## config.mk

```make
export PLATFORM = sky130hd
export DESIGN_NAME = windowed_mean_steadiness_check
export DESIGN_NICKNAME = d
export VERILOG_FILES = /design/src/design/wmsc_pkg.sv /design/src/design/wmsc_div.sv /design/src/design/windowed_mean_steadiness_check.sv
export SDC_FILE = /design/constraint.sdc
export NUM_CORES = 1
export LEC_CHECK = 0
export BUFFER_PORTS_ARGS = -buffer_cell sky130_fd_sc_hd__buf_4
export CORE_ASPECT_RATIO = 0.8
export CORE_MARGIN = 1
export CORE_UTILIZATION = 45
export DETAILED_ROUTE_END_ITERATION = 8
export HOLD_SLACK_MARGIN = 0.03
export PLACE_DENSITY = 0.6
export SETUP_SLACK_MARGIN = 0.05
export SLEW_MARGIN = 30
export SYNTH_ARGS = -nofsm -noshare
export SYNTH_HDL_FRONTEND = slang
export SYNTH_SLANG_ARGS = --single-unit
```

## constraint.sdc

```tcl
create_clock -name i_clk -period 6.1 [get_ports i_clk]
set_input_delay 1.22 -clock i_clk [delete_from_list [all_inputs] [get_ports i_clk]]
set_output_delay 1.22 -clock i_clk [all_outputs]
set_load 0.02 [all_outputs]
```

## src/design/wmsc_pkg.sv

```systemverilog
package wmsc_pkg;

    // Default sizes, handed to the top level's parameters.
    localparam int DEF_MAX_WINDOW  = 64;
    localparam int DEF_SAMPLE_BITS = 16;

    // Angles in Q3.12 radians.
    localparam int PI_Q        = 12868;
    localparam int TWO_PI_Q    = 25736;
    localparam int TWO_PI_BITS = 15;

    localparam int WINDOW_RESET      = 8;
    localparam int WINDOW_FIELD_BITS = 7;
    localparam int THRESH_BITS       = 15;

    // Configuration port.
    localparam int CFG_INDEX_BITS = 2;
    localparam int CFG_DATA_BITS  = 15;

    localparam logic [CFG_INDEX_BITS-1:0] REG_WINDOW_LENGTH    = 2'd0;
    localparam logic [CFG_INDEX_BITS-1:0] REG_STEADY_THRESHOLD = 2'd1;

    // Status of the shared divider as seen by the sequencer.
    typedef struct packed {
        logic busy;
        logic done;
    } t_div_stat;

endpackage

```

## src/design/wmsc_div.sv

```systemverilog
module wmsc_div
    import wmsc_pkg::*;
#(
    parameter int NUM_BITS = 24,
    parameter int DEN_BITS = 15
) (
    input  logic                i_clk,
    input  logic                i_rst_n,
    input  logic                i_start,
    input  logic [NUM_BITS-1:0] i_dividend,
    input  logic [DEN_BITS-1:0] i_divisor,
    output t_div_stat           o_stat,
    output logic [NUM_BITS-1:0] o_quotient,
    output logic [DEN_BITS-1:0] o_remainder
);

    localparam int STEPS    = NUM_BITS / 2;
    localparam int CNT_BITS = $clog2(STEPS + 1);

    logic                r_busy;
    logic                r_done;
    logic [CNT_BITS-1:0] r_cnt;
    logic [NUM_BITS-1:0] r_quo;
    logic [DEN_BITS-1:0] r_rem;
    logic [DEN_BITS-1:0] r_den;
    logic [NUM_BITS-1:0] n_quo;
    logic [DEN_BITS-1:0] n_rem;

    // Two restoring steps per cycle: the dividend shifts out of the top of
    // the register while quotient bits enter at the bottom.
    always_comb begin
        logic [DEN_BITS:0] trial;
        n_quo = r_quo;
        n_rem = r_rem;
        for (int k = 0; k < 2; k++) begin
            trial = {n_rem, n_quo[NUM_BITS-1]};
            n_quo = {n_quo[NUM_BITS-2:0], 1'b0};
            if (trial >= {1'b0, r_den}) begin
                trial    = trial - {1'b0, r_den};
                n_quo[0] = 1'b1;
            end
            n_rem = trial[DEN_BITS-1:0];
        end
    end

    always_ff @(posedge i_clk) begin
        if (!i_rst_n) begin
            r_busy <= 1'b0;
            r_done <= 1'b0;
            r_cnt  <= '0;
        end else begin
            r_done <= r_busy && !i_start && (r_cnt == CNT_BITS'(1));
            if (i_start) begin
                r_busy <= 1'b1;
                r_cnt  <= CNT_BITS'(STEPS);
            end else if (r_busy) begin
                r_cnt <= r_cnt - CNT_BITS'(1);
                if (r_cnt == CNT_BITS'(1)) begin
                    r_busy <= 1'b0;
                end
            end
        end
    end

    always_ff @(posedge i_clk) begin
        if (i_start) begin
            r_quo <= i_dividend;
            r_rem <= '0;
            r_den <= i_divisor;
        end else if (r_busy) begin
            r_quo <= n_quo;
            r_rem <= n_rem;
        end
    end

    assign o_stat.busy = r_busy;
    assign o_stat.done = r_done;
    assign o_quotient  = r_quo;
    assign o_remainder = r_rem;

endmodule

```

## src/design/windowed_mean_steadiness_check.sv

```systemverilog
// Channel     | Direction | Handshake                | Payload
// sample in   | in        | i_in_valid / o_in_stall  | i_sample
// result out  | out       | o_out_valid / i_out_stall| o_ready_res, o_mean_value, o_steady
// config      | in        | i_cfg_valid / o_cfg_ready| i_cfg_index, i_cfg_data
//
// A request with a full window runs read, update, mean division, deviation, 2*pi division
// and finish, and no new request is taken until it leaves finish; the shared divider retires
// two quotient bits a cycle and runs twice, once for the mean and once to fold the deviation
// by 2*pi. A request that only fills the window goes from update straight to finish.
// Reset is synchronous and active low; the sample ring needs no clearing pass.
// A stalled result waits in the output register while the next request is taken in.
module windowed_mean_steadiness_check
    import wmsc_pkg::*;
#(
    parameter int MAX_WINDOW  = DEF_MAX_WINDOW,
    parameter int SAMPLE_BITS = DEF_SAMPLE_BITS
) (
    input  logic                             i_clk,
    input  logic                             i_rst_n,
    input  logic                             i_in_valid,
    output logic                             o_in_stall,
    input  logic signed [SAMPLE_BITS-1:0]    i_sample,
    output logic                             o_out_valid,
    input  logic                             i_out_stall,
    output logic                             o_ready_res,
    output logic signed [SAMPLE_BITS-1:0]    o_mean_value,
    output logic                             o_steady,
    input  logic                             i_cfg_valid,
    output logic                             o_cfg_ready,
    input  logic [CFG_INDEX_BITS-1:0]        i_cfg_index,
    input  logic [CFG_DATA_BITS-1:0]         i_cfg_data
);

    localparam int WIN_BITS  = $clog2(MAX_WINDOW + 1);
    localparam int SLOT_BITS = $clog2(MAX_WINDOW);
    localparam int TOT_BITS  = SAMPLE_BITS + $clog2(MAX_WINDOW) + 1;
    localparam int DEV_BITS  = SAMPLE_BITS + 1;
    localparam int DIV_BITS  = TOT_BITS + (TOT_BITS % 2);
    localparam int DEN_BITS  = (WIN_BITS > TWO_PI_BITS) ? WIN_BITS : TWO_PI_BITS;
    localparam int SUM_BITS  = DEN_BITS + 1;
    localparam int WIN_RESET = (WINDOW_RESET > MAX_WINDOW) ? MAX_WINDOW : WINDOW_RESET;

    typedef enum logic [8:0] {
        S_IDLE      = 9'b000000001,
        S_READ      = 9'b000000010,
        S_UPDATE    = 9'b000000100,
        S_MEAN_GO   = 9'b000001000,
        S_MEAN_WAIT = 9'b000010000,
        S_DEV       = 9'b000100000,
        S_WRAP_GO   = 9'b001000000,
        S_WRAP_WAIT = 9'b010000000,
        S_FINISH    = 9'b100000000
    } t_state;

    t_state                 r_state;
    t_state                 n_state;
    logic [WIN_BITS-1:0]    r_window;
    logic [THRESH_BITS-1:0] r_threshold;
    logic [TOT_BITS-1:0]    r_total;
    logic [TOT_BITS-1:0]    n_total;
    logic [WIN_BITS-1:0]    r_fill;
    logic [SLOT_BITS-1:0]   r_slot;
    logic [SLOT_BITS-1:0]   n_slot;
    logic [SAMPLE_BITS-1:0] r_held_mean;
    logic [SAMPLE_BITS-1:0] r_sample;
    logic                   r_full;
    logic [SLOT_BITS-1:0]   r_rd_addr;
    logic [SAMPLE_BITS-1:0] r_rd_data;
    logic [DEV_BITS-1:0]    r_dev;
    logic                   r_steady;
    logic [SAMPLE_BITS-1:0] r_ring [MAX_WINDOW];

    logic                   in_acc;
    logic                   out_load;
    logic                   cfg_we;
    logic [WINDOW_FIELD_BITS-1:0] cfg_win;
    logic [WIN_BITS-1:0]    win_clamped;
    logic [WIN_BITS:0]      slot_ext;
    logic [WIN_BITS:0]      win_ext;
    logic [SLOT_BITS-1:0]   oldest;
    logic [TOT_BITS-1:0]    evict_ext;
    logic [TOT_BITS-1:0]    sample_ext;
    logic [TOT_BITS-1:0]    tot_mag;
    logic [DEV_BITS-1:0]    dev_mag;
    logic [SAMPLE_BITS-1:0] q_low;
    logic [SAMPLE_BITS-1:0] mean_next;
    logic                   wrap_over;
    logic [SUM_BITS-1:0]    wrap_sum;
    logic                   steady_next;

    logic                   div_start;
    logic [DIV_BITS-1:0]    div_dividend;
    logic [DEN_BITS-1:0]    div_divisor;
    t_div_stat              div_stat;
    logic [DIV_BITS-1:0]    div_quo;
    logic [DEN_BITS-1:0]    div_rem;

    assign in_acc      = i_in_valid && !o_in_stall;
    assign o_in_stall  = (r_state != S_IDLE);
    assign o_cfg_ready = 1'b1;
    assign cfg_we      = i_cfg_valid && o_cfg_ready;
    assign out_load    = (r_state == S_FINISH) && (!o_out_valid || !i_out_stall);

    // A window of zero behaves as one; anything above the ring depth is clipped.
    assign cfg_win = i_cfg_data[WINDOW_FIELD_BITS-1:0];
    always_comb begin
        priority if (cfg_win == '0) begin
            win_clamped = WIN_BITS'(1);
        end else if (int'(cfg_win) > MAX_WINDOW) begin
            win_clamped = WIN_BITS'(MAX_WINDOW);
        end else begin
            win_clamped = WIN_BITS'(cfg_win);
        end
    end

    // The oldest sample sits window slots behind the write slot, modulo the ring depth.
    assign slot_ext = (WIN_BITS + 1)'(r_slot);
    assign win_ext  = (WIN_BITS + 1)'(r_window);
    always_comb begin
        if (slot_ext >= win_ext) begin
            oldest = SLOT_BITS'(slot_ext - win_ext);
        end else begin
            oldest = SLOT_BITS'(slot_ext + (WIN_BITS + 1)'(MAX_WINDOW) - win_ext);
        end
    end

    assign evict_ext  = r_full ? {{(TOT_BITS - SAMPLE_BITS){r_rd_data[SAMPLE_BITS-1]}},
                                  r_rd_data} : '0;
    assign sample_ext = {{(TOT_BITS - SAMPLE_BITS){r_sample[SAMPLE_BITS-1]}}, r_sample};
    assign n_total    = r_total - evict_ext + sample_ext;
    assign n_slot     = (r_slot == SLOT_BITS'(MAX_WINDOW - 1)) ? '0 : r_slot + SLOT_BITS'(1);

    assign tot_mag = r_total[TOT_BITS-1] ? (~r_total + TOT_BITS'(1)) : r_total;
    assign dev_mag = r_dev[DEV_BITS-1] ? (~r_dev + DEV_BITS'(1)) : r_dev;

    // The mean is truncated toward zero, so the sign is put back on the magnitude.
    assign q_low     = div_quo[SAMPLE_BITS-1:0];
    assign mean_next = r_total[TOT_BITS-1] ? (~q_low + SAMPLE_BITS'(1)) : q_low;

    // Above pi the folded deviation is 2*pi - r, which is within the threshold
    // exactly when r + threshold reaches 2*pi.
    assign wrap_over   = div_rem > DEN_BITS'(PI_Q);
    assign wrap_sum    = SUM_BITS'(div_rem) + SUM_BITS'(r_threshold);
    assign steady_next = wrap_over ? (wrap_sum >= SUM_BITS'(TWO_PI_Q))
                                   : (SUM_BITS'(div_rem) <= SUM_BITS'(r_threshold));

    assign div_start    = (r_state == S_MEAN_GO) || (r_state == S_WRAP_GO);
    assign div_dividend = (r_state == S_MEAN_GO) ? DIV_BITS'(tot_mag) : DIV_BITS'(dev_mag);
    assign div_divisor  = (r_state == S_MEAN_GO) ? DEN_BITS'(r_window)
                                                 : DEN_BITS'(TWO_PI_Q);

    wmsc_div #(
        .NUM_BITS (DIV_BITS),
        .DEN_BITS (DEN_BITS)
    ) u_div (
        .i_clk       (i_clk),
        .i_rst_n     (i_rst_n),
        .i_start     (div_start),
        .i_dividend  (div_dividend),
        .i_divisor   (div_divisor),
        .o_stat      (div_stat),
        .o_quotient  (div_quo),
        .o_remainder (div_rem)
    );

    always_comb begin
        n_state = r_state;
        unique case (r_state)
            S_IDLE: begin
                if (in_acc) n_state = S_READ;
            end
            S_READ:      n_state = S_UPDATE;
            S_UPDATE:    n_state = r_full ? S_MEAN_GO : S_FINISH;
            S_MEAN_GO:   n_state = S_MEAN_WAIT;
            S_MEAN_WAIT: begin
                if (div_stat.done) n_state = S_DEV;
            end
            S_DEV:       n_state = S_WRAP_GO;
            S_WRAP_GO:   n_state = S_WRAP_WAIT;
            S_WRAP_WAIT: begin
                if (div_stat.done) n_state = S_FINISH;
            end
            S_FINISH: begin
                if (out_load) n_state = S_IDLE;
            end
            default:     n_state = S_IDLE;
        endcase
    end

    always_ff @(posedge i_clk) begin
        if (!i_rst_n) begin
            r_state     <= S_IDLE;
            r_window    <= WIN_BITS'(WIN_RESET);
            r_threshold <= '0;
            r_total     <= '0;
            r_fill      <= '0;
            r_slot      <= '0;
            r_held_mean <= '0;
            o_out_valid <= 1'b0;
        end else begin
            r_state <= n_state;
            // Changing the window length empties it; the ring is refilled from slot 0.
            if (cfg_we && (i_cfg_index == REG_WINDOW_LENGTH)) begin
                r_window <= win_clamped;
                r_total  <= '0;
                r_fill   <= '0;
                r_slot   <= '0;
            end else if (r_state == S_UPDATE) begin
                r_total <= n_total;
                r_slot  <= n_slot;
                if (!r_full) r_fill <= r_fill + WIN_BITS'(1);
            end
            if (cfg_we && (i_cfg_index == REG_STEADY_THRESHOLD)) begin
                r_threshold <= i_cfg_data[THRESH_BITS-1:0];
            end
            if ((r_state == S_MEAN_WAIT) && div_stat.done) begin
                r_held_mean <= mean_next;
            end
            if (out_load) begin
                o_out_valid <= 1'b1;
            end else if (!i_out_stall) begin
                o_out_valid <= 1'b0;
            end
        end
    end

    always_ff @(posedge i_clk) begin
        if (in_acc) begin
            r_sample  <= i_sample;
            r_full    <= (r_fill >= r_window);
            r_rd_addr <= oldest;
        end
        if (r_state == S_DEV) begin
            r_dev <= {r_held_mean[SAMPLE_BITS-1], r_held_mean}
                   - {r_sample[SAMPLE_BITS-1], r_sample};
        end
        if ((r_state == S_WRAP_WAIT) && div_stat.done) begin
            r_steady <= steady_next;
        end
        if (out_load) begin
            o_ready_res  <= r_full;
            o_mean_value <= r_held_mean;
            o_steady     <= r_full && r_steady;
        end
    end

    // The evicted sample is read in the cycle before the new one is written.
    always_ff @(posedge i_clk) begin
        if (r_state == S_UPDATE) begin
            r_ring[r_slot] <= r_sample;
        end
        r_rd_data <= r_ring[r_rd_addr];
    end

endmodule

```

* After elaboration in Yosys (flattened, before gate mapping)
Memory sizes are Yosys's and may differ from the RTL's. A register that Yosys moved wholly into a read port is not among the register bits.
Index checks and enable logic that the tools add are counted.
** Word-level totals
- Bits in registers :: 203
- Bits in writable memories :: 1024
- Memories kept :: 1
- Input bits :: 38
** Cells by class
- Magnitude comparators :: 8
- Add/sub/neg operators :: 15
- Bitwise operators :: 5
- Muxes and demuxes :: 32
- Equal/unequal tests :: 18
- Reduce and logical (&&, ||, !) cells :: 22
** Memory list
- r_ring :: depth 64, bits a word 16, read ports 1, clocked after Yosys merged registers in 1, wr ports 1, line windowed_mean_steadiness_check.sv:71 : logic [SAMPLE_BITS-1:0] r_ring [MAX_WINDOW];
** Operators by type and width (count)
- $pmux W9 S9 :: 1
- $mux W23 :: 3
- $mux W24 :: 2
- $mux W15 :: 3
- $mux W9 :: 5
- $ge A16 B15 Y1 :: 2
- $sub A15 B15 Y15 :: 2
- $add A23 B1 Y23 const B :: 1
- $add A23 B23 Y23 :: 1
- $not A23 Y23 :: 1
- $sub A23 B23 Y23 :: 1
- $add A17 B1 Y17 const B :: 1
- $mux W17 :: 1
- $not A17 Y17 :: 1
- $sub A16 B16 Y17 :: 1
- $add A15 B15 Y16 :: 1
- $add A16 B1 Y16 const B :: 1
- $ge A16 B15 Y1 const B :: 1
- $mux W16 :: 1
- $not A16 Y16 :: 1
- $gt A15 B14 Y1 const B :: 1
- $le A15 B15 Y1 :: 1
- $mux W7 :: 2
- $add A6 B1 Y6 const B :: 2
- 34 further kinds :: 63

* Logic depth before layout (Yosys ltp)
- Depth after elaboration :: 6
- Depth in mapped cells :: 23
- Depth with buffers taken out :: 22

* By module
From an unflattened synthesis, not the netlist that was laid out.
** Unflattened totals
- Cells, all modules :: 3213
- Area total of the unflattened synthesis :: 54284.6 µm²
** By module, submodules not included
- windowed_mean_steadiness_check :: area an instance 49869.1 µm², seq. area each 34523.1 µm², cells an instance 2760, times used 1
- wmsc_div :: area an instance 4415.5 µm², seq. area each 1591.5 µm², cells an instance 453, times used 1

* Least setup slack after synthesis
No wires, ideal clock.
- Path kind :: reg-to-reg
- Start :: reg u_div.r_quo[23], in the netlist u_div.o_quotient[23]
- End :: reg u_div.r_rem[1], in the netlist u_div.o_remainder[1]
- Arrival time :: 4559 ps
- Path buffers :: 2
- Data required time :: 6019 ps
- Cell stages (with the launch flop) :: 23
- Library setup time :: 81 ps
- Clock period less this slack :: 4640 ps
- Path slack :: 1460 ps
- Cells stage by stage :: edfxtp_1 > inv_1 > ha_1 > inv_1 > fa_1 > nand3_1 > and3_1 > o311ai_1 > nor2_1 > clkbuf_1 > mux2_2 > ha_1 > nor2b_1 > o21ai_0 > a21oi_1 > nor4_1 > nor2_1 > o31ai_2 > a31oi_4 > nor2_2 > buf_6 > mux2_4 > o22ai_2
** On the way
- Longest elaborated chain between the ends :: 4
- Elaborated cells on any way between the ends :: 6
- Those cells by class :: 2 x add/sub; 2 x order compare; 2 x mux
** RTL lines
- start: declaration :: line wmsc_div.sv:23 : logic [NUM_BITS-1:0] r_quo;
- start signal: assignment :: line wmsc_div.sv:67 : r_quo <= i_dividend;
- start signal: assignment :: line wmsc_div.sv:71 : r_quo <= n_quo;
- $sub A15 B15 Y15 or $ge A16 B15 Y1 (tied branches) :: line wmsc_div.sv:39, wmsc_div.sv:38
- $mux W15 (*) :: line wmsc_div.sv:38 : if (trial >= {1'b0, r_den}) begin
- $sub A15 B15 Y15 or $ge A16 B15 Y1 (tied branches) :: line wmsc_div.sv:39, wmsc_div.sv:38
- $mux W15 (*) :: line wmsc_div.sv:38
- end signal: assignment :: line wmsc_div.sv:72 : r_rem <= n_rem;
- end: declaration :: line wmsc_div.sv:24 : logic [DEN_BITS-1:0] r_rem;
Every way passes the cells marked *; elsewhere a longest branch is shown, timed or not.
A chain may end at the register's enable or synchronous reset.

* Final worst setup path
- Start :: reg u_div.r_den[13]
- End :: reg u_div.r_rem[7], in the netlist u_div.o_remainder[7]
** On the way
- Longest elaborated chain between the ends :: 4
- Elaborated cells on any way between the ends :: 6
- Those cells by class :: 2 x add/sub; 2 x order compare; 2 x mux
** RTL lines
- start: declaration :: line wmsc_div.sv:25 : logic [DEN_BITS-1:0] r_den;
- start signal: assignment :: line wmsc_div.sv:69 : r_den <= i_divisor;
- $ge A16 B15 Y1 or $sub A15 B15 Y15 (tied branches) :: line wmsc_div.sv:38, wmsc_div.sv:39
- $mux W15 :: line wmsc_div.sv:38
- $sub A15 B15 Y15 or $ge A16 B15 Y1 (tied branches) :: line wmsc_div.sv:39, wmsc_div.sv:38
- $mux W15 (*) :: line wmsc_div.sv:38
Marked as above.

==> impl_metrics.toml <==
[status]
status = "finished, final reports clean"

[synth]
synth_mux_area_frac = 0.147
yosys.area_share.simple = 0.0490
synthArstFlopShare = 0
synth_compound_area_frac = 0.0434
synthTopCellsByArea = "edfxtp_1, mux4_2, dfxtp_1"
syn-num-nets = 3229
synth_area_per_cell_um2 = 17.3
ys_ff_latch = 1236
synth_cell_types = 83
yosys_warnings = 0
synth_edf_count = 1115
synth_top_area_frac = 0.635
synth_ff_type = "edfxtp_1"
synth-xor-area-share = 0.0211
synth_fa_ha_area_frac = 0.0364
synth_top_family_by_area = "multiplexers"
synth_top_area_cell = "edfxtp_1"
seq_area_frac_synth = 0.681
syn_area_um2 = 52700
synth_cells = 3054

[power]
ir_drop_uv = 266
switchingPower_w = 0.00644
pwr-share-clk = 0.316
leakage_nw = 19.5
combPwrFrac = 0.238
switching_share = 0.288
p_seq_frac = 0.446
p_int_w = 0.0159
powerDensity_nw_per_um2 = 378

[sta]
slew_viol_final = 0
fin_worst_skew_ns = 0.0433
slew_headroom = 0.318
finalSetupViolCount = 0
fin_crit_ns = 5.60
setup_tns_ns = 0
max_freq_mhz = 179
worst_slew_pin_slew_ns = 1.02
rsz0062_at_grt = "false"
hold_viol_final = 0
period_share = 0.918

[final_layout]
multi_input_area_um2 = 15700
nets = 3381
area_delta_synth_final_pct = 12.2
utilization = 0.513
stdcell_count = 4825
regArea_um2 = 35900
final.fill_count = 9313
drive_above_1_share = 0.212

[clock_tree]
clk_latency_ns = 0.74
cts_buffers = 120
clkSinkCount = 1236
postCtsResizedCells = 0
cts_buffer_depth = 3
clkSlewWorstSetupHoldPaths_ns = 0.06
postCtsSetupRepairBufs = 0
htree_levels = 3
cts_tree = "built"
cts_hold_buf = 0
cts_root_buf = "clkbuf_16"

[detailed_routing]
wire_per_inst_um = 27.0
num_vias = 28354
wirelength_um = 130000
viasPerCell = 5.88
drtPass1Iterations = 7
drc = 0
drt_iter0_drc = 2880
antenna_violating_nets_post_route = 0

[critical_path]
rrSetupSlack_ns = 0.50
path_buf_inv = 3
cp_data_required_time_ns = 6.68
cp_max_fo = 20
cp_cell_sequence = "inv_1 > ha_1 > nand4b_1 > or4_4 > o311ai_1 > nor2_1 > buf_4 > o31ai_1 > ha_1 > or2_2 > a21oi_1 > nor2_1 > o31ai_2 > a31oi_4 > nor2_2 > buf_4 > mux2i_1 > o21ai_1"
slowest_stage = "nor2_2"
endpoint_kind = "register"
r2r_cells = 18
startpoint_type = "register"
critPathTopFamily = "simple AND/OR/NAND/NOR gates"
critical_path_class = "register to register"
critPathMaxStageDelay_ns = 0.53
crit_cells = 18
arrival_ns = 6.17
timing.rr.end = "u_div.o_remainder[7]$_SDFFE_PN0P_"
reg2reg_from = "u_div.r_den[13]$_DFFE_PN_"

[grt]
antenna_found_initial = 5
gr-total-overflow = 0
grt_use_total = 0.221
grt_pass1_vias = 28201
grt_pass1_wl_um = 190000
grt_max_degree = 123

[place]
routabilityCongestion = 0.892
place_inst = 4608
post-dp-hpwl_um = 79800
port_buffers = 57

[floorplan]
start_util = 0.457
rows = 111
die-area_um2 = 118000
fp.dieH_um = 308
io_pins = 59
die_w_um = 385
core_area_um2 = 115000

[hold_path]
min_from = "r_total[9]$_SDFFE_PP0P_"
hold_class = "register to register"
holdPathEnd = "r_total[9]$_SDFFE_PP0P_"
hold_path_depth = 2

[run]
cap_violations = 0
==> Yosys cell counts (7+ instances only) <==
cell type  number
edfxtp_1     1115
mux4_2        336
nor2_1        174
inv_1         168
nand2_1       153
dfxtp_1       121
ha_1          110
a21oi_1       103
clkbuf_1       98
o21ai_0        80
xnor2_1        75
xor2_1         50
buf_1          31
a211oi_1       28
nand3_1        28
fa_1           27
and2_1         26
nor2b_1        24
nor3_1         24
o31ai_1        24
nand4_1        16
a21boi_0       15
or3_1          15
a21o_1         14
mux2i_1        14
nand2b_1       13
nor4_1         13
o211ai_1       12
o21bai_1       12
o21a_1         11
nor3b_1         9
and3_1          8
or4_1           8
nand3b_1        7
o22ai_1         7
==> area by class of cell <==
| type | count | share of cell area |
|---|---|---|
| Sequential cell | 1236 | 0.607 |
| Multi-Input combinational cell | 1515 | 0.265 |
| Clock buffer | 150 | 0.0544 |
| Clock inverter | 65 | 0.00848 |
| Tap cell | 1525 | 0.0323 |
| Antenna cell | 1 | 0.0000423 |
| Timing Repair Buffer | 162 | 0.0217 |
| Inverter | 171 | 0.0109 |
==> stage by stage <==
step,area [um^2],hold slack (ns),total power (W),worst slack [ns]
2_1_floorplan,52700,0.429,0.0138,1.46
3_3_place_gp,55400,0.442,0.0153,0.696
4_1_cts,59100,0.459,0.0225,0.582
5_1_grt,59100,0.480,0.0232,0.310
3_5_place_dp,55400,0.451,0.0155,0.611
6_report,59100,0.457,0.0224,0.503
==> sequential cells by signal (all words and copies together) (netlist names), 7 cells and up <==
register / count
r_ring: 1024
u_div.o_quotient: 24
r_total: 23
r_dev: 17
o_mean_value: 16
r_held_mean: 16
r_rd_data: 16
r_sample: 16
r_threshold: 15
u_div.o_remainder: 15
r_state: 9
u_div.r_den: 8
r_fill: 7
r_window: 7
==> worst min-delay path, cell delays in order, from the launching register on <==
cell and delay (ns):
dfxtp_1 0.31, nand2_1 0.05, a21oi_1 0.05
==> power groups by stage <==
stage,logic [W],clock network [W],registers [W]
2_1_floorplan,0.00347,0,0.0103
3_3_place_gp,0.00517,0,0.0101
3_5_place_dp,0.00531,0,0.0101
4_1_cts,0.00533,0.00721,0.00997
5_1_grt,0.00572,0.00751,0.00998
6_report,0.00532,0.00706,0.00997
==> worst max-delay path by stage <==
| stage | startpoint | end |
|---|---|---|
| after global placement | u_div.r_den[13]$_DFFE_PN_ | u_div.o_remainder[7]$_SDFFE_PN0P_ |
| after floorplan | u_div.o_quotient[23]$_SDFFCE_PN0P_ | u_div.o_remainder[1]$_SDFFE_PN0P_ |
| after detailed placement | u_div.r_den[13]$_DFFE_PN_ | u_div.o_remainder[7]$_SDFFE_PN0P_ |
| after CTS | u_div.r_den[13]$_DFFE_PN_ | u_div.o_remainder[7]$_SDFFE_PN0P_ |
| final | u_div.r_den[13]$_DFFE_PN_ | u_div.o_remainder[7]$_SDFFE_PN0P_ |
| after global routing | u_div.r_den[13]$_DFFE_PN_ | u_div.o_remainder[7]$_SDFFE_PN0P_ |
==> cells by family after synthesis <==
logic type,after synthesis
buffers and inverters,303
other,1
DFF,1236
adders and majority gates,137
xor gates and xnor gates,126
and+or+nand+nor,541
muxes,353
AOI/OAI and AO/OA,357
==> per-layer routing <==
layer / global-route usage / up-vias / share of wire
met4: 0.0516 / 6 / 0.021
met2: 0.340 / 1017 / 0.46
met5: 0 / - / 0.00028
met3: 0.0356 / 196 / 0.068
met1: 0.331 / 14849 / 0.45
li1: - / 12286 / -
==> cells in the final DEF, fill, tap and decap left out, drive strengths merged, types with 8 or more instances in the layout <==
cell / instances
dfxtp: 121
o31ai: 25
o21ai: 86
nor2b: 24
a21boi: 15
nor3: 24
a211oi: 29
nand3: 28
nand2: 153
edfxtp: 1115
a21oi: 103
nand4: 16
or3: 16
clkinv: 60
nand2b: 13
xnor2: 76
mux2i: 14
and2: 27
o211ai: 12
fa: 27
or4: 9
buf: 162
nor2: 175
and3: 8
clkbuf: 150
ha: 110
o21a: 11
nor4: 13
xor2: 50
o22ai: 8
o21bai: 12
mux4: 336
a21o: 14
nor3b: 10
inv: 170
Note: power is estimated with default switching activity, not from simulation.
